==> src/design/vrc6_sound_generator_assert.svh <==
// Assertion macros used by the sound generator control module.
// The same-cycle form checks the consequent at the edge of the antecedent;
// the next-cycle form checks it at the following edge.
`ifndef VRC6_SOUND_GENERATOR_ASSERT_SVH
`define VRC6_SOUND_GENERATOR_ASSERT_SVH
`ifndef SYNTHESIS
`define VRC6_ASSERT_SAME(label, clk, rst_n, ante, cons) \
    label: assert property (@(posedge clk) disable iff (!rst_n) (ante) |-> (cons)) \
        else $error("vrc6 sound generator: assertion failed");
`define VRC6_ASSERT_NEXT(label, clk, rst_n, ante, cons) \
    label: assert property (@(posedge clk) disable iff (!rst_n) (ante) |=> (cons)) \
        else $error("vrc6 sound generator: assertion failed");
`else
`define VRC6_ASSERT_SAME(label, clk, rst_n, ante, cons)
`define VRC6_ASSERT_NEXT(label, clk, rst_n, ante, cons)
`endif
`endif

==> src/design/vrc6_pkg.sv <==
`default_nettype none

package vrc6_pkg;

    localparam int FRAC_BITS_DEF = 16;

    localparam int CPS_W      = 24;
    localparam int GAIN_W     = 16;
    localparam int ADDR_W     = 16;
    localparam int DATA_W     = 8;
    localparam int SAMPLE_W   = 14;
    localparam int CFG_IDX_W  = 2;
    localparam int PER_W      = 14;
    localparam int QUO_W      = 8;
    localparam int ITER_W     = $clog2(QUO_W);
    localparam int SAW_STEPS  = 7;
    localparam int MIX_W      = 16;

    localparam logic [CPS_W-1:0]  CPS_RST  = 24'd2659713;
    localparam logic [GAIN_W-1:0] GAIN_RST = 16'd19661;

    // Configuration register indexes.
    localparam logic [CFG_IDX_W-1:0] CFG_CPS  = 2'd0;
    localparam logic [CFG_IDX_W-1:0] CFG_SWAP = 2'd1;
    localparam logic [CFG_IDX_W-1:0] CFG_GAIN = 2'd2;

    // Register decode.
    localparam logic [ADDR_W-1:0] ADDR_MASK   = 16'hB003;
    localparam logic [ADDR_W-1:0] REG_P0_VOL  = 16'h9000;
    localparam logic [ADDR_W-1:0] REG_P0_LO   = 16'h9001;
    localparam logic [ADDR_W-1:0] REG_P0_HI   = 16'h9002;
    localparam logic [ADDR_W-1:0] REG_P1_VOL  = 16'hA000;
    localparam logic [ADDR_W-1:0] REG_P1_LO   = 16'hA001;
    localparam logic [ADDR_W-1:0] REG_P1_HI   = 16'hA002;
    localparam logic [ADDR_W-1:0] REG_SAW_RATE = 16'hB000;
    localparam logic [ADDR_W-1:0] REG_SAW_LO  = 16'hB001;
    localparam logic [ADDR_W-1:0] REG_SAW_HI  = 16'hB002;
    localparam logic [3:0]        PULSE1_PAGE = 4'hA;

    typedef enum logic [2:0] {
        S_IDLE,
        S_SUB,
        S_DIV,
        S_UPD,
        S_MUL,
        S_OUT
    } t_state;

    typedef enum logic [1:0] {
        CH_PULSE0,
        CH_PULSE1,
        CH_SAW
    } t_chan;

    typedef struct packed {
        logic  wr;
        logic  sub;
        logic  div_step;
        logic  upd;
        logic  mix;
        logic  load_out;
        t_chan chan;
    } t_cmd;

    typedef struct packed {
        logic reload;
    } t_sts;

endpackage

`default_nettype wire

==> src/design/vrc6_sound_generator.sv <==
// Sound unit with two pulse channels and one sawtooth channel.
// Input channel (i_in_valid / o_in_stall): one transaction carries i_action,
// i_address and i_write_data. A register write (action 0) takes effect at the
// accepting edge and returns nothing; the next transaction can follow at once.
// A sample tick (action 1) steps the three channel accumulators one after
// another and returns one o_sample on the output channel (o_out_valid /
// i_out_stall). Per channel the tick takes a subtract step, and when the
// accumulator has to be reloaded also the divider steps and an update step;
// the reload count comes from an eight-step shared restoring divider. The
// multiply by the i_cfg mix gain and the output load then finish the sample.
// The block holds one tick at a time; o_in_stall is high while it works.
// The output register holds a finished sample while the receiver stalls; a
// following tick is computed meanwhile and waits in its last step until the
// held sample has been taken.
// The user must write configuration (i_cfg_we, i_cfg_index, i_cfg_data)
// only while idle; the block does not enforce it. Reset restores the default
// configuration, clears all channel state at once and leaves the block ready.
`default_nettype none

module vrc6_sound_generator
    import vrc6_pkg::*;
#(
    parameter int FRAC_BITS = FRAC_BITS_DEF
) (
    input  wire                        i_clk,
    input  wire                        i_rst_n,
    input  wire                        i_in_valid,
    output logic                       o_in_stall,
    input  wire                        i_action,
    input  wire  [ADDR_W-1:0]          i_address,
    input  wire  [DATA_W-1:0]          i_write_data,
    output logic                       o_out_valid,
    input  wire                        i_out_stall,
    output logic signed [SAMPLE_W-1:0] o_sample,
    input  wire                        i_cfg_we,
    input  wire  [CFG_IDX_W-1:0]       i_cfg_index,
    input  wire  [CPS_W-1:0]           i_cfg_data
);

    t_cmd cmd;
    t_sts sts;

    vrc6_ctrl u_ctrl (
        .i_clk       (i_clk),
        .i_rst_n     (i_rst_n),
        .i_in_valid  (i_in_valid),
        .o_in_stall  (o_in_stall),
        .i_action    (i_action),
        .o_out_valid (o_out_valid),
        .i_out_stall (i_out_stall),
        .i_sts       (sts),
        .o_cmd       (cmd)
    );

    vrc6_dpath #(
        .FRAC_BITS (FRAC_BITS)
    ) u_dpath (
        .i_clk        (i_clk),
        .i_rst_n      (i_rst_n),
        .i_cmd        (cmd),
        .o_sts        (sts),
        .i_cfg_we     (i_cfg_we),
        .i_cfg_index  (i_cfg_index),
        .i_cfg_data   (i_cfg_data),
        .i_address    (i_address),
        .i_write_data (i_write_data),
        .o_sample     (o_sample)
    );

endmodule

`default_nettype wire

==> src/design/vrc6_ctrl.sv <==
`default_nettype none
`include "vrc6_sound_generator_assert.svh"

module vrc6_ctrl
    import vrc6_pkg::*;
(
    input  wire  i_clk,
    input  wire  i_rst_n,
    input  wire  i_in_valid,
    output logic o_in_stall,
    input  wire  i_action,
    output logic o_out_valid,
    input  wire  i_out_stall,
    input  t_sts i_sts,
    output t_cmd o_cmd
);

    t_state              r_state, n_state;
    t_chan               r_chan, n_chan;
    logic [ITER_W-1:0]   r_iter, n_iter;
    logic                r_out_valid;

    always_ff @(posedge i_clk) begin
        if (!i_rst_n) begin
            r_state     <= S_IDLE;
            r_chan      <= CH_PULSE0;
            r_iter      <= '0;
            r_out_valid <= 1'b0;
        end else begin
            r_state <= n_state;
            r_chan  <= n_chan;
            r_iter  <= n_iter;
            if (o_cmd.load_out) begin
                r_out_valid <= 1'b1;
            end else if (!i_out_stall) begin
                r_out_valid <= 1'b0;
            end
        end
    end

    always_comb begin
        n_state    = r_state;
        n_chan     = r_chan;
        n_iter     = r_iter;
        o_cmd      = '0;
        o_cmd.chan = r_chan;
        o_in_stall = 1'b1;
        case (r_state)
            S_IDLE: begin
                o_in_stall = 1'b0;
                if (i_in_valid) begin
                    o_cmd.wr = !i_action;
                    if (i_action) begin
                        n_state = S_SUB;
                        n_chan  = CH_PULSE0;
                    end
                end
            end
            S_SUB: begin
                o_cmd.sub = 1'b1;
                if (i_sts.reload) begin
                    n_state = S_DIV;
                    n_iter  = '0;
                end else begin
                    case (r_chan)
                        CH_PULSE0: n_chan = CH_PULSE1;
                        CH_PULSE1: n_chan = CH_SAW;
                        default:   n_chan = CH_PULSE0;
                    endcase
                    n_state = (r_chan == CH_SAW) ? S_MUL : S_SUB;
                end
            end
            S_DIV: begin
                o_cmd.div_step = 1'b1;
                n_iter         = r_iter + ITER_W'(1);
                if (r_iter == ITER_W'(QUO_W - 1)) begin
                    n_state = S_UPD;
                end
            end
            S_UPD: begin
                o_cmd.upd = 1'b1;
                case (r_chan)
                    CH_PULSE0: n_chan = CH_PULSE1;
                    CH_PULSE1: n_chan = CH_SAW;
                    default:   n_chan = CH_PULSE0;
                endcase
                n_state = (r_chan == CH_SAW) ? S_MUL : S_SUB;
            end
            S_MUL: begin
                o_cmd.mix = 1'b1;
                n_state   = S_OUT;
            end
            S_OUT: begin
                // The output register is reloaded only once the previous sample has left.
                if (!r_out_valid || !i_out_stall) begin
                    o_cmd.load_out = 1'b1;
                    n_state        = S_IDLE;
                end
            end
            default: begin
                n_state = S_IDLE;
            end
        endcase
    end

    assign o_out_valid = r_out_valid;

    `VRC6_ASSERT_SAME(a_no_overwrite, i_clk, i_rst_n, o_cmd.load_out, !r_out_valid || !i_out_stall)
    `VRC6_ASSERT_NEXT(a_held_result, i_clk, i_rst_n, r_out_valid && i_out_stall, r_out_valid)
    `VRC6_ASSERT_NEXT(a_tick_start, i_clk, i_rst_n, r_state == S_IDLE && i_in_valid && i_action, r_state == S_SUB && r_chan == CH_PULSE0)
    `VRC6_ASSERT_SAME(a_iter_clear, i_clk, i_rst_n, r_state != S_DIV, r_iter == '0)

endmodule

`default_nettype wire

==> src/design/vrc6_dpath.sv <==
`default_nettype none

module vrc6_dpath
    import vrc6_pkg::*;
#(
    parameter int FRAC_BITS = FRAC_BITS_DEF
) (
    input  wire                        i_clk,
    input  wire                        i_rst_n,
    input  t_cmd                       i_cmd,
    output t_sts                       o_sts,
    input  wire                        i_cfg_we,
    input  wire  [CFG_IDX_W-1:0]       i_cfg_index,
    input  wire  [CPS_W-1:0]           i_cfg_data,
    input  wire  [ADDR_W-1:0]          i_address,
    input  wire  [DATA_W-1:0]          i_write_data,
    output logic signed [SAMPLE_W-1:0] o_sample
);

    localparam int DEC_W  = 8 + FRAC_BITS;
    localparam int ACC_W  = PER_W + FRAC_BITS;
    localparam int UP     = (FRAC_BITS >= 16) ? FRAC_BITS - 16 : 0;
    localparam int DOWN   = (FRAC_BITS >= 16) ? 0 : 16 - FRAC_BITS;
    localparam int CPSX_W = CPS_W + UP;
    localparam int PROD_W = (MIX_W - 1) + GAIN_W;

    // Configuration.
    logic [CPS_W-1:0]  r_cps;
    logic              r_swap;
    logic [GAIN_W-1:0] r_gain;

    // Channel state.
    logic [7:0]       r_p_lo   [2];
    logic [3:0]       r_p_hi   [2];
    logic             r_p_en   [2];
    logic [3:0]       r_p_vol  [2];
    logic [4:0]       r_p_duty [2];
    logic [ACC_W-1:0] r_p_acc  [2];
    logic [3:0]       r_p_step [2];
    logic [7:0]       r_s_lo;
    logic [3:0]       r_s_hi;
    logic             r_s_en;
    logic [5:0]       r_s_rate;
    logic [ACC_W-1:0] r_s_acc;
    logic [2:0]       r_s_step;
    logic [7:0]       r_s_level;

    // Reload divider.
    logic [QUO_W-1:0]     r_quo;
    logic [PER_W-1:0]     r_rem;
    logic [PER_W-1:0]     r_dvs;
    logic [FRAC_BITS-1:0] r_low;
    logic [2:0]           r_mod7;

    // Mixer.
    logic [PROD_W-1:0]           r_prod;
    logic                        r_neg;
    logic signed [SAMPLE_W-1:0]  r_sample;

    // Register decode.
    logic [ADDR_W-1:0] addr_sw;
    logic [ADDR_W-1:0] addr_m;
    logic              wr_ch;

    always_comb begin
        addr_sw = i_address;
        if (r_swap) begin
            addr_sw = {i_address[ADDR_W-1:2], i_address[0], i_address[1]};
        end
        addr_m = addr_sw & ADDR_MASK;
        wr_ch  = (addr_m[15:12] == PULSE1_PAGE);
    end

    // Fraction alignment of the sample length.
    logic [CPSX_W-1:0] cps_x;
    logic [DEC_W-1:0]  dec;

    assign cps_x = CPSX_W'(r_cps) << UP;
    assign dec   = cps_x[CPSX_W-1:DOWN];

    // Period and accumulator of the selected channel.
    logic [PER_W-1:0] per;
    logic [12:0]      saw_half;
    logic [ACC_W-1:0] acc_sel;
    logic [ACC_W:0]   diff;
    logic [ACC_W:0]   diff_inv;

    always_comb begin
        saw_half = {1'b0, r_s_hi, r_s_lo} + 13'd1;
        case (i_cmd.chan)
            CH_PULSE0: begin
                per     = PER_W'({r_p_hi[0], r_p_lo[0]}) + PER_W'(1);
                acc_sel = r_p_acc[0];
            end
            CH_PULSE1: begin
                per     = PER_W'({r_p_hi[1], r_p_lo[1]}) + PER_W'(1);
                acc_sel = r_p_acc[1];
            end
            default: begin
                per     = {saw_half, 1'b0};
                acc_sel = r_s_acc;
            end
        endcase
        diff     = {1'b0, acc_sel} - (ACC_W + 1)'(dec);
        // When the difference is negative its inverse is the deficit minus one.
        diff_inv = ~diff;
    end

    assign o_sts.reload = diff[ACC_W];

    // One restoring division step on the integer part of the deficit minus one.
    logic [PER_W:0]   trial;
    logic             q_bit;
    logic [PER_W-1:0] rem_n;
    logic [3:0]       mod_x;
    logic [2:0]       mod7_n;

    always_comb begin
        trial  = {r_rem, r_quo[QUO_W-1]};
        q_bit  = (trial >= {1'b0, r_dvs});
        rem_n  = q_bit ? PER_W'(trial - {1'b0, r_dvs}) : trial[PER_W-1:0];
        mod_x  = {r_mod7, q_bit};
        mod7_n = (mod_x >= 4'(SAW_STEPS)) ? 3'(mod_x - 4'(SAW_STEPS)) : mod_x[2:0];
    end

    // Reload bookkeeping: n = quotient + 1 reloads.
    logic [ACC_W-1:0] acc_new;
    logic [8:0]       n_rl;
    logic [2:0]       n_mod7;
    logic             saw_wrap;
    logic [3:0]       wrap_sum;
    logic [2:0]       wrap_step;

    always_comb begin
        acc_new  = {r_dvs, {FRAC_BITS{1'b0}}} - ACC_W'(1) - {r_rem, r_low};
        n_rl     = {1'b0, r_quo} + 9'd1;
        n_mod7   = (r_mod7 == 3'(SAW_STEPS - 1)) ? 3'd0 : r_mod7 + 3'd1;
        saw_wrap = ({6'b0, r_s_step} + n_rl) >= 9'(SAW_STEPS);
        wrap_sum = {1'b0, r_s_step} + {1'b0, n_mod7};
        wrap_step = (wrap_sum >= 4'(SAW_STEPS)) ? 3'(wrap_sum - 4'(SAW_STEPS))
                                                : wrap_sum[2:0];
    end

    // Channel outputs and mix.
    logic signed [MIX_W-1:0] p_out [2];
    logic signed [MIX_W-1:0] s_out;
    logic signed [MIX_W-1:0] mix_sum;
    logic [MIX_W-2:0]        mix_mag;

    always_comb begin
        for (int c = 0; c < 2; c++) begin
            p_out[c] = '0;
            if (r_p_en[c]) begin
                if ({1'b0, r_p_step[c]} < r_p_duty[c]) begin
                    p_out[c] = -$signed(MIX_W'({r_p_vol[c], 8'b0}));
                end else begin
                    p_out[c] = $signed(MIX_W'({r_p_vol[c], 8'b0}));
                end
            end
        end
        s_out   = r_s_en ? $signed(MIX_W'({r_s_level[7:3], 9'b0})) : '0;
        mix_sum = p_out[0] + p_out[1] + s_out;
        mix_mag = mix_sum[MIX_W-1] ? (MIX_W-1)'(-mix_sum) : mix_sum[MIX_W-2:0];
    end

    // Saturation to the sample range.
    logic [MIX_W-2:0]           scaled;
    logic signed [SAMPLE_W-1:0] sat;

    always_comb begin
        scaled = r_prod[PROD_W-1:GAIN_W];
        if (r_neg) begin
            if (scaled > (MIX_W-1)'(2 ** (SAMPLE_W - 1))) begin
                sat = $signed(SAMPLE_W'(2 ** (SAMPLE_W - 1)));
            end else begin
                sat = $signed(SAMPLE_W'(-scaled));
            end
        end else begin
            if (scaled > (MIX_W-1)'(2 ** (SAMPLE_W - 1) - 1)) begin
                sat = $signed(SAMPLE_W'(2 ** (SAMPLE_W - 1) - 1));
            end else begin
                sat = $signed(scaled[SAMPLE_W-1:0]);
            end
        end
    end

    // Configuration and channel state.
    always_ff @(posedge i_clk) begin
        if (!i_rst_n) begin
            r_cps     <= CPS_RST;
            r_swap    <= 1'b0;
            r_gain    <= GAIN_RST;
            for (int c = 0; c < 2; c++) begin
                r_p_lo[c]   <= '0;
                r_p_hi[c]   <= '0;
                r_p_en[c]   <= 1'b0;
                r_p_vol[c]  <= '0;
                r_p_duty[c] <= 5'd1;
                r_p_acc[c]  <= '0;
                r_p_step[c] <= '0;
            end
            r_s_lo    <= '0;
            r_s_hi    <= '0;
            r_s_en    <= 1'b0;
            r_s_rate  <= '0;
            r_s_acc   <= '0;
            r_s_step  <= '0;
            r_s_level <= '0;
        end else begin
            if (i_cfg_we) begin
                case (i_cfg_index)
                    CFG_CPS:  r_cps  <= i_cfg_data;
                    CFG_SWAP: r_swap <= i_cfg_data[0];
                    CFG_GAIN: r_gain <= i_cfg_data[GAIN_W-1:0];
                    default: ;
                endcase
            end
            if (i_cmd.wr) begin
                case (addr_m)
                    REG_P0_VOL, REG_P1_VOL: begin
                        r_p_vol[wr_ch]  <= i_write_data[3:0];
                        r_p_duty[wr_ch] <= {1'b0, i_write_data[7:4]} + 5'd1;
                    end
                    REG_P0_LO, REG_P1_LO: begin
                        r_p_lo[wr_ch] <= i_write_data;
                    end
                    REG_P0_HI, REG_P1_HI: begin
                        r_p_hi[wr_ch] <= i_write_data[3:0];
                        r_p_en[wr_ch] <= i_write_data[7];
                    end
                    REG_SAW_RATE: r_s_rate <= i_write_data[5:0];
                    REG_SAW_LO:   r_s_lo   <= i_write_data;
                    REG_SAW_HI: begin
                        r_s_hi <= i_write_data[3:0];
                        r_s_en <= i_write_data[7];
                    end
                    default: ;
                endcase
            end
            // Without a reload the accumulator just takes the difference.
            if (i_cmd.sub && !diff[ACC_W]) begin
                case (i_cmd.chan)
                    CH_PULSE0: r_p_acc[0] <= diff[ACC_W-1:0];
                    CH_PULSE1: r_p_acc[1] <= diff[ACC_W-1:0];
                    default:   r_s_acc    <= diff[ACC_W-1:0];
                endcase
            end
            if (i_cmd.upd) begin
                case (i_cmd.chan)
                    CH_PULSE0: begin
                        r_p_acc[0]  <= acc_new;
                        r_p_step[0] <= r_p_step[0] + r_quo[3:0] + 4'd1;
                    end
                    CH_PULSE1: begin
                        r_p_acc[1]  <= acc_new;
                        r_p_step[1] <= r_p_step[1] + r_quo[3:0] + 4'd1;
                    end
                    default: begin
                        r_s_acc <= acc_new;
                        // Once the step wraps, the level restarts from zero.
                        if (saw_wrap) begin
                            r_s_step  <= wrap_step;
                            r_s_level <= 8'(r_s_rate) * 8'(wrap_step);
                        end else begin
                            r_s_step  <= r_s_step + n_rl[2:0];
                            r_s_level <= r_s_level + 8'(r_s_rate) * 8'(n_rl[2:0]);
                        end
                    end
                endcase
            end
        end
    end

    // Divider and mixer datapath registers.
    always_ff @(posedge i_clk) begin
        if (i_cmd.sub) begin
            r_quo  <= diff_inv[FRAC_BITS+QUO_W-1:FRAC_BITS];
            r_low  <= diff_inv[FRAC_BITS-1:0];
            r_rem  <= '0;
            r_mod7 <= '0;
            r_dvs  <= per;
        end else if (i_cmd.div_step) begin
            r_quo  <= {r_quo[QUO_W-2:0], q_bit};
            r_rem  <= rem_n;
            r_mod7 <= mod7_n;
        end
        if (i_cmd.mix) begin
            r_prod <= mix_mag * r_gain;
            r_neg  <= mix_sum[MIX_W-1];
        end
        if (i_cmd.load_out) begin
            r_sample <= sat;
        end
    end

    assign o_sample = r_sample;

endmodule

`default_nettype wire

==> config.mk <==
export PLATFORM = sky130hd
export DESIGN_NAME = vrc6_sound_generator
export DESIGN_NICKNAME = d
export VERILOG_FILES = /design/src/design/vrc6_pkg.sv /design/src/design/vrc6_sound_generator.sv /design/src/design/vrc6_ctrl.sv /design/src/design/vrc6_dpath.sv
export VERILOG_INCLUDE_DIRS = /design/src /design/src/design
export SDC_FILE = /design/constraint.sdc
export NUM_CORES = 1
export LEC_CHECK = 0
export BUFFER_PORTS_ARGS = -buffer_cell sky130_fd_sc_hd__buf_2
export CORE_ASPECT_RATIO = 1.25
export CORE_UTILIZATION = 55
export DETAILED_ROUTE_END_ITERATION = 12
export GPL_TIMING_DRIVEN = 0
export MAX_ROUTING_LAYER = met4
export PLACE_DENSITY = 0.72
export SLEW_MARGIN = 30
export SYNTH_ARGS = -nofsm -noshare
export SYNTH_HDL_FRONTEND = slang
export SYNTH_SLANG_ARGS = --single-unit
==> constraint.sdc <==
create_clock -name i_clk -period 18.1 [get_ports i_clk]
set_input_delay 2.715 -clock i_clk [delete_from_list [all_inputs] [get_ports i_clk]]
set_output_delay 2.715 -clock i_clk [all_outputs]
set_load 0.02 [all_outputs]
# ---- Word-level counts from Yosys, hierarchy flattened
# Memory sizes are Yosys's and may differ from the RTL's.
# Index checks and enable logic that the tools add are counted.
dict set report classes {
  add_sub_neg 27
  multipliers 3
  magnitude_cmp 8
  eq_ne 28
  muxes 97
  bitwise_logic 8
  reduce_logical 31
}
# operator count
set ops {}
lappend ops {{two-way mux 30 bit} 8}
lappend ops {{two-way mux 14 bit} 5}
lappend ops {{two-way mux 16 bit} 4}
lappend ops {{case mux 30 bit (2 select lines)} 1}
lappend ops {{two-way mux 1 bit} 49}
lappend ops {{== test 5 bit, second input constant} 9}
lappend ops {{adder 12 x 1 -> 13 bit, second input constant} 3}
lappend ops {{two-way mux 3 bit} 11}
lappend ops {{two-way mux 8 bit} 4}
lappend ops {{negation 12 -> 16 bit} 2}
lappend ops {{multiplier 15 x 16 -> 31 bit} 1}
lappend ops {{subtractor 30 x 24 -> 31 bit} 1}
lappend ops {{subtractor 30 x 1 -> 30 bit, second input constant} 1}
lappend ops {{subtractor 30 bit} 1}
lappend ops {{case mux 14 bit (2 select lines)} 1}
lappend ops {{inverter 24 bit} 1}
lappend ops {{case mux 3 bit (6 select lines)} 1}
lappend ops {{adder 16 x 15 -> 16 bit} 1}
lappend ops {{adder 16 bit} 1}
lappend ops {{multiplier 6 x 3 -> 8 bit} 2}
lappend ops {{two-way mux 4 bit} 4}
lappend ops {{AND reduction 2 bit} 8}
lappend ops {{== test 3 bit, second input constant} 5}
lappend ops {{greater-or-equal comparator 15 x 14 -> 1 bit} 1}
lappend ops {{45 further kinds} 77}
dict set report totals {
  regBits 211
  ramBits 112
  inputBits 56
  out_inout_bits 16
  word_cells 231
  n_memories 7
}
# memory words width read_ports rd_clocked_by_memory_dff wr line_no
set mem_list {}
lappend mem_list {u_dpath.r_p_acc 2 30 2 0 2 vrc6_dpath.sv:38} ;# logic [ACC_W-1:0] r_p_acc [2];
lappend mem_list {u_dpath.r_p_lo 2 8 2 0 2 vrc6_dpath.sv:33} ;# logic [7:0] r_p_lo [2];
lappend mem_list {u_dpath.r_p_duty 2 5 2 0 2 vrc6_dpath.sv:37} ;# logic [4:0] r_p_duty [2];
lappend mem_list {u_dpath.r_p_hi 2 4 2 0 2 vrc6_dpath.sv:34} ;# logic [3:0] r_p_hi [2];
lappend mem_list {u_dpath.r_p_step 2 4 2 0 2 vrc6_dpath.sv:39} ;# logic [3:0] r_p_step [2];
lappend mem_list {u_dpath.r_p_vol 2 4 2 0 2 vrc6_dpath.sv:36} ;# logic [3:0] r_p_vol [2];
lappend mem_list {{1 more memories} n/a n/a n/a n/a n/a n/a}

# ---- Longest topological paths before layout
dict set report logic_depth {
  ltp_word 10
  mapped_depth 41
  ltp_nobuf 40
}

# ---- By module
# A second synthesis with hierarchy kept.
dict set report unflattened {
  cells_unflattened 2503
  area_unflattened_um2 22819.4
}
# mod instances cells_per_inst area_each_um2 seq_area_each_um2
set modules_own_cells {}
lappend modules_own_cells {vrc6_dpath 1 2440 22296.4 7747.4}
lappend modules_own_cells {vrc6_ctrl 1 63 523.0 180.2}

# ---- Worst setup path after synthesis
# No wires, ideal clock.
dict set report synth_path {
  path_kind {flip-flop to flip-flop}
  startpoint {memory u_dpath.r_p_step[1][1], in the netlist u_dpath.r_p_step[0][5]}
  endpoint {register u_dpath.r_prod[30], data pin}
  setup_ps 260
  arrival_time_ps 9059
  required_ps 17840
  setup_slack_ps 8781
  path_stages_with_launch 40
  n_path_buf 1
  period_less_slack_ps 9319
  path_cell_list {edfxtp_1 -> ha_1 -> nand2_1 -> o21ai_0 -> a21oi_1 -> nor2_1 -> mux2_2 -> nand2_1 -> fa_1 -> inv_1 -> ha_1 -> inv_1 -> fa_1 -> nor2b_1 -> o31a_1 -> o311ai_1 -> xnor3_1 -> nor2_1 -> [... 4 more ...] -> inv_1 -> fa_1 -> fa_1 -> fa_1 -> inv_1 -> ha_1 -> ha_1 -> ha_1 -> a21o_1 -> a21o_1 -> a21o_1 -> a21o_1 -> a21oi_1 -> o211ai_1 -> o21a_1 -> o2111ai_1 -> nand4b_1 -> xnor2_1}
}
# element line_no
set synth_rtl {}
lappend synth_rtl {{start, declared} vrc6_dpath.sv:39}
lappend synth_rtl {{end signal, assigned} vrc6_dpath.sv:288} ;# r_prod <= mix_mag * r_gain;
lappend synth_rtl {{end, declared} vrc6_dpath.sv:56} ;# logic [PROD_W-1:0] r_prod;

==> metrics <==
status=finished clean; Post-synth EDFFs=178; post-synthesis register bit count=roughly 310; CP endpoint kind=flop; Worst setup SP type=flop; min-delay worst type=flop to flop; 1st-pass router iterations=5; Starting DRT DRC Count=about 1.2k; nets=about 2.8k; commonest cells after routing, fill and taps aside=nand2_1 (268), inv_1 (252), ha_1 (192); CTS tree=done; maximum clock rate=roughly 94 MHz; Post-Syn Area=around 22000 um^2; Finished Cell Area=between 20000 and 25000 um^2; clock sink count=307; Seq/Total Area, Yosys=a little over a third; crit path max fanout=10; Logic pwr share=between 15 and 20%; RSZ-0062 raised after global routing=no; slowest CP cell=xnor2_1; static leakage=between 10 and 15 nW; clk root buf=clkbuf_16; vias per cell=roughly 6.0; cell family with most CP delay=adder cells; Final min period=about 11000 ps; Die X-Extent=about 180 um; syn_area_per_cell=approximately 9.4 um^2; most common cell after layout, fill and taps aside=nand2_1; hpwl dp=~45000 um; clock tree buffer depth=3; DRT antenna net count=0; share of post-route cells with drive strength above 1=under 10%; total of max-cap violations=0; Final TNS setup=0 ps; measured slew at the worst slew-check pin=roughly 1100 ps; cell count after placement=approximately 2.9k; CP dominant cell by count=fa_1; Max IR drop VDD=approximately 77 uV; area of the core=39300 um^2; number of global-route vias before repair=roughly 18k; Synth cell types=73; Layout Cells excl Fill=between 2k and 3k; Synth async-reset ratio=0%; period utilization=between 50% and 60%; clock edge transition at the registers on the reported setup and hold paths=~60 ps; grt total ovfl=0; crit path from=u_dpath.r_p_step[0][5]; Cells after Synth=approximately 2.3k; Worst EP arrival=10940 ps; I/O pin cnt=72; Int Pwr=~1.3 mW; worst skew pair latency=540 ps; GP Congestion=roughly 0.98; Net Sw Frac=~28%; final WL=approximately 57000 um; synthesis-to-layout area growth=9.78%; Syn. warnings=0; drc violations=0; PwrDens=between 70 and 80 nW/um^2; post_cts resized=0; Starting Density=56.2%; largest net degree at the start of global routing=40; final setup fails=0; Slew Viols, Final=0; num rows=approximately 80; WL/cell=19.4 um; sequential power share=approximately 44%; worst path buffer plus inverter count=5; Fin Clk Skew=20.8 ps; final hold violations=0; die area=around 40000 um^2; GR Util All Layers=between 20 and 30%; Net Count, Synth=2685; clock share of power=38.7%; WP data required=approximately 18000 ps; CTS buffer count=34; Die H=approximately 230 um; H-tree level count=2; # Post-CTS Setup Buffers=0; initial antenna violation count=1; via count=roughly 18k; worst setup path class=flop to flop; Area after DPL=roughly 23000 um^2; first-pass GRT wire length=approximately 92000 um; cts hold-fix bufs=0; Slew HR=between 20% and 30%; Port Buffers=59; top_reg_cell synth=edfxtp_1; worst flop-to-flop path startpoint=u_dpath.r_p_step[0][5]; Sw Pwr=roughly 0.51 mW; CP peak stage delay=710 ps
[metal layers]
metal  GRT usage, %  part of all wire [%]  up-vias
li1               -                     -     8297
met1           34.2                    40     8582
met2           51.0                    50      628
met3           3.53                   6.1      149
met4           13.0                   4.2        0
met5              -                     0        -
[state kept, by name, indices dropped and copies added, names as in the netlist, 8 cells and up, named ones only]
name / cells
u_dpath.r_p_acc: 60
u_dpath.cps_x: 24
u_dpath.r_gain: 16
u_dpath.r_low: 16
u_dpath.r_p_lo: 16
u_dpath.r_prod: 15
u_dpath.o_sample: 14
u_dpath.r_dvs: 14
u_dpath.r_rem: 14
u_dpath.r_s_acc: 14
u_dpath.r_p_duty: 10
u_dpath.r_p_hi: 8
u_dpath.r_p_step: 8
u_dpath.r_p_vol: 8
u_dpath.r_quo: 8
u_dpath.r_s_level: 8
u_dpath.r_s_lo: 8
[layout make-up]
| cell class | instances | area [um^2] |
|---|---|---|
| antenna | 1 | 2.50 |
| clock inverter | 13 | 115 |
| clock buffer | 49 | 1000 |
| inverter | 254 | 953 |
| timing repair buffer | 65 | 368 |
| sequential | 307 | 7930 |
| fill | 3358 | 15100 |
| multi-input combinational | 1700 | 12900 |
| buffer | 79 | 312 |
| tap | 498 | 623 |
[Yosys cell counts, types with 13 or more instances]
master	n	area share [%]
inv_1	252	4.3
a21boi_0	18	0.61
dfxtp_1	129	12
xor2_1	53	2.1
xnor2_1	66	2.6
nand2_1	268	4.6
o21bai_1	13	0.44
a21o_1	42	1.4
edfxtp_1	178	24
and2_1	109	3.1
o22ai_1	46	1.3
o211ai_1	16	0.54
o21ai_0	107	2.4
nand4_1	16	0.45
nand2b_1	22	0.62
and3_1	15	0.42
nor2_1	117	2.0
nor3_1	28	0.63
a21oi_1	115	2.6
fa_1	97	8.8
nand3_1	49	1.1
nor2b_1	69	2.0
mux2i_1	82	3.7
ha_1	192	11
clkbuf_1	69	1.2
[power groups by stage]
stage	clock network (mW)	logic [mW]	registers [mW]
after floorplan	0	0.213	0.805
after global placement	0	0.288	0.813
after detailed placement	0	0.299	0.813
after CTS	0.705	0.301	0.798
after global routing	0.730	0.335	0.801
final	0.698	0.306	0.798
[logic make-up after synthesis]
family / count (synthesis) / share of synthesized area, %
compound gates: 459 / 13.2
xor+xnor: 120 / 4.82
fa+ha+maj: 289 / 19.7
buf+inv: 333 / 5.70
flops: 307 / 35.9
mux: 94 / 4.33
simple gates: 738 / 16.4
[per-stage QoR]
stage | hold slack (ps) | utilization [%] | worst slack, ps | total power, mW
global route | 474 | 61.7 | 6800 | 1.87
floorplan | 432 | - | 8780 | 1.02
global placement | 441 | 58.5 | 7210 | 1.10
CTS | 455 | 61.6 | 7450 | 1.80
detailed placement | 447 | 58.8 | 7520 | 1.11
finish | 456 | 61.7 | 7430 | 1.80
[path summary, 6_finish.rpt]
| path | endpoint | slack (ps) | depth (start not counted) |
|---|---|---|---|
| setup / recovery | u_dpath.r_prod[30] | 7430 | 39 |
| hold / removal | flop | 460 | 2 |
| setup reg to reg | u_dpath.r_prod[30] | 7430 | 39 |
| hold reg to reg | flop | 460 | 2 |
[tightest hold or removal path: cells and delay by family (launching register included)]
kind	cells	cell delay (ps)
AOI/OAI and AO/OA	1	50
DFF	1	310
and+or+nand+nor	1	50
No activity file was read; power rests on OpenSTA's default activity.
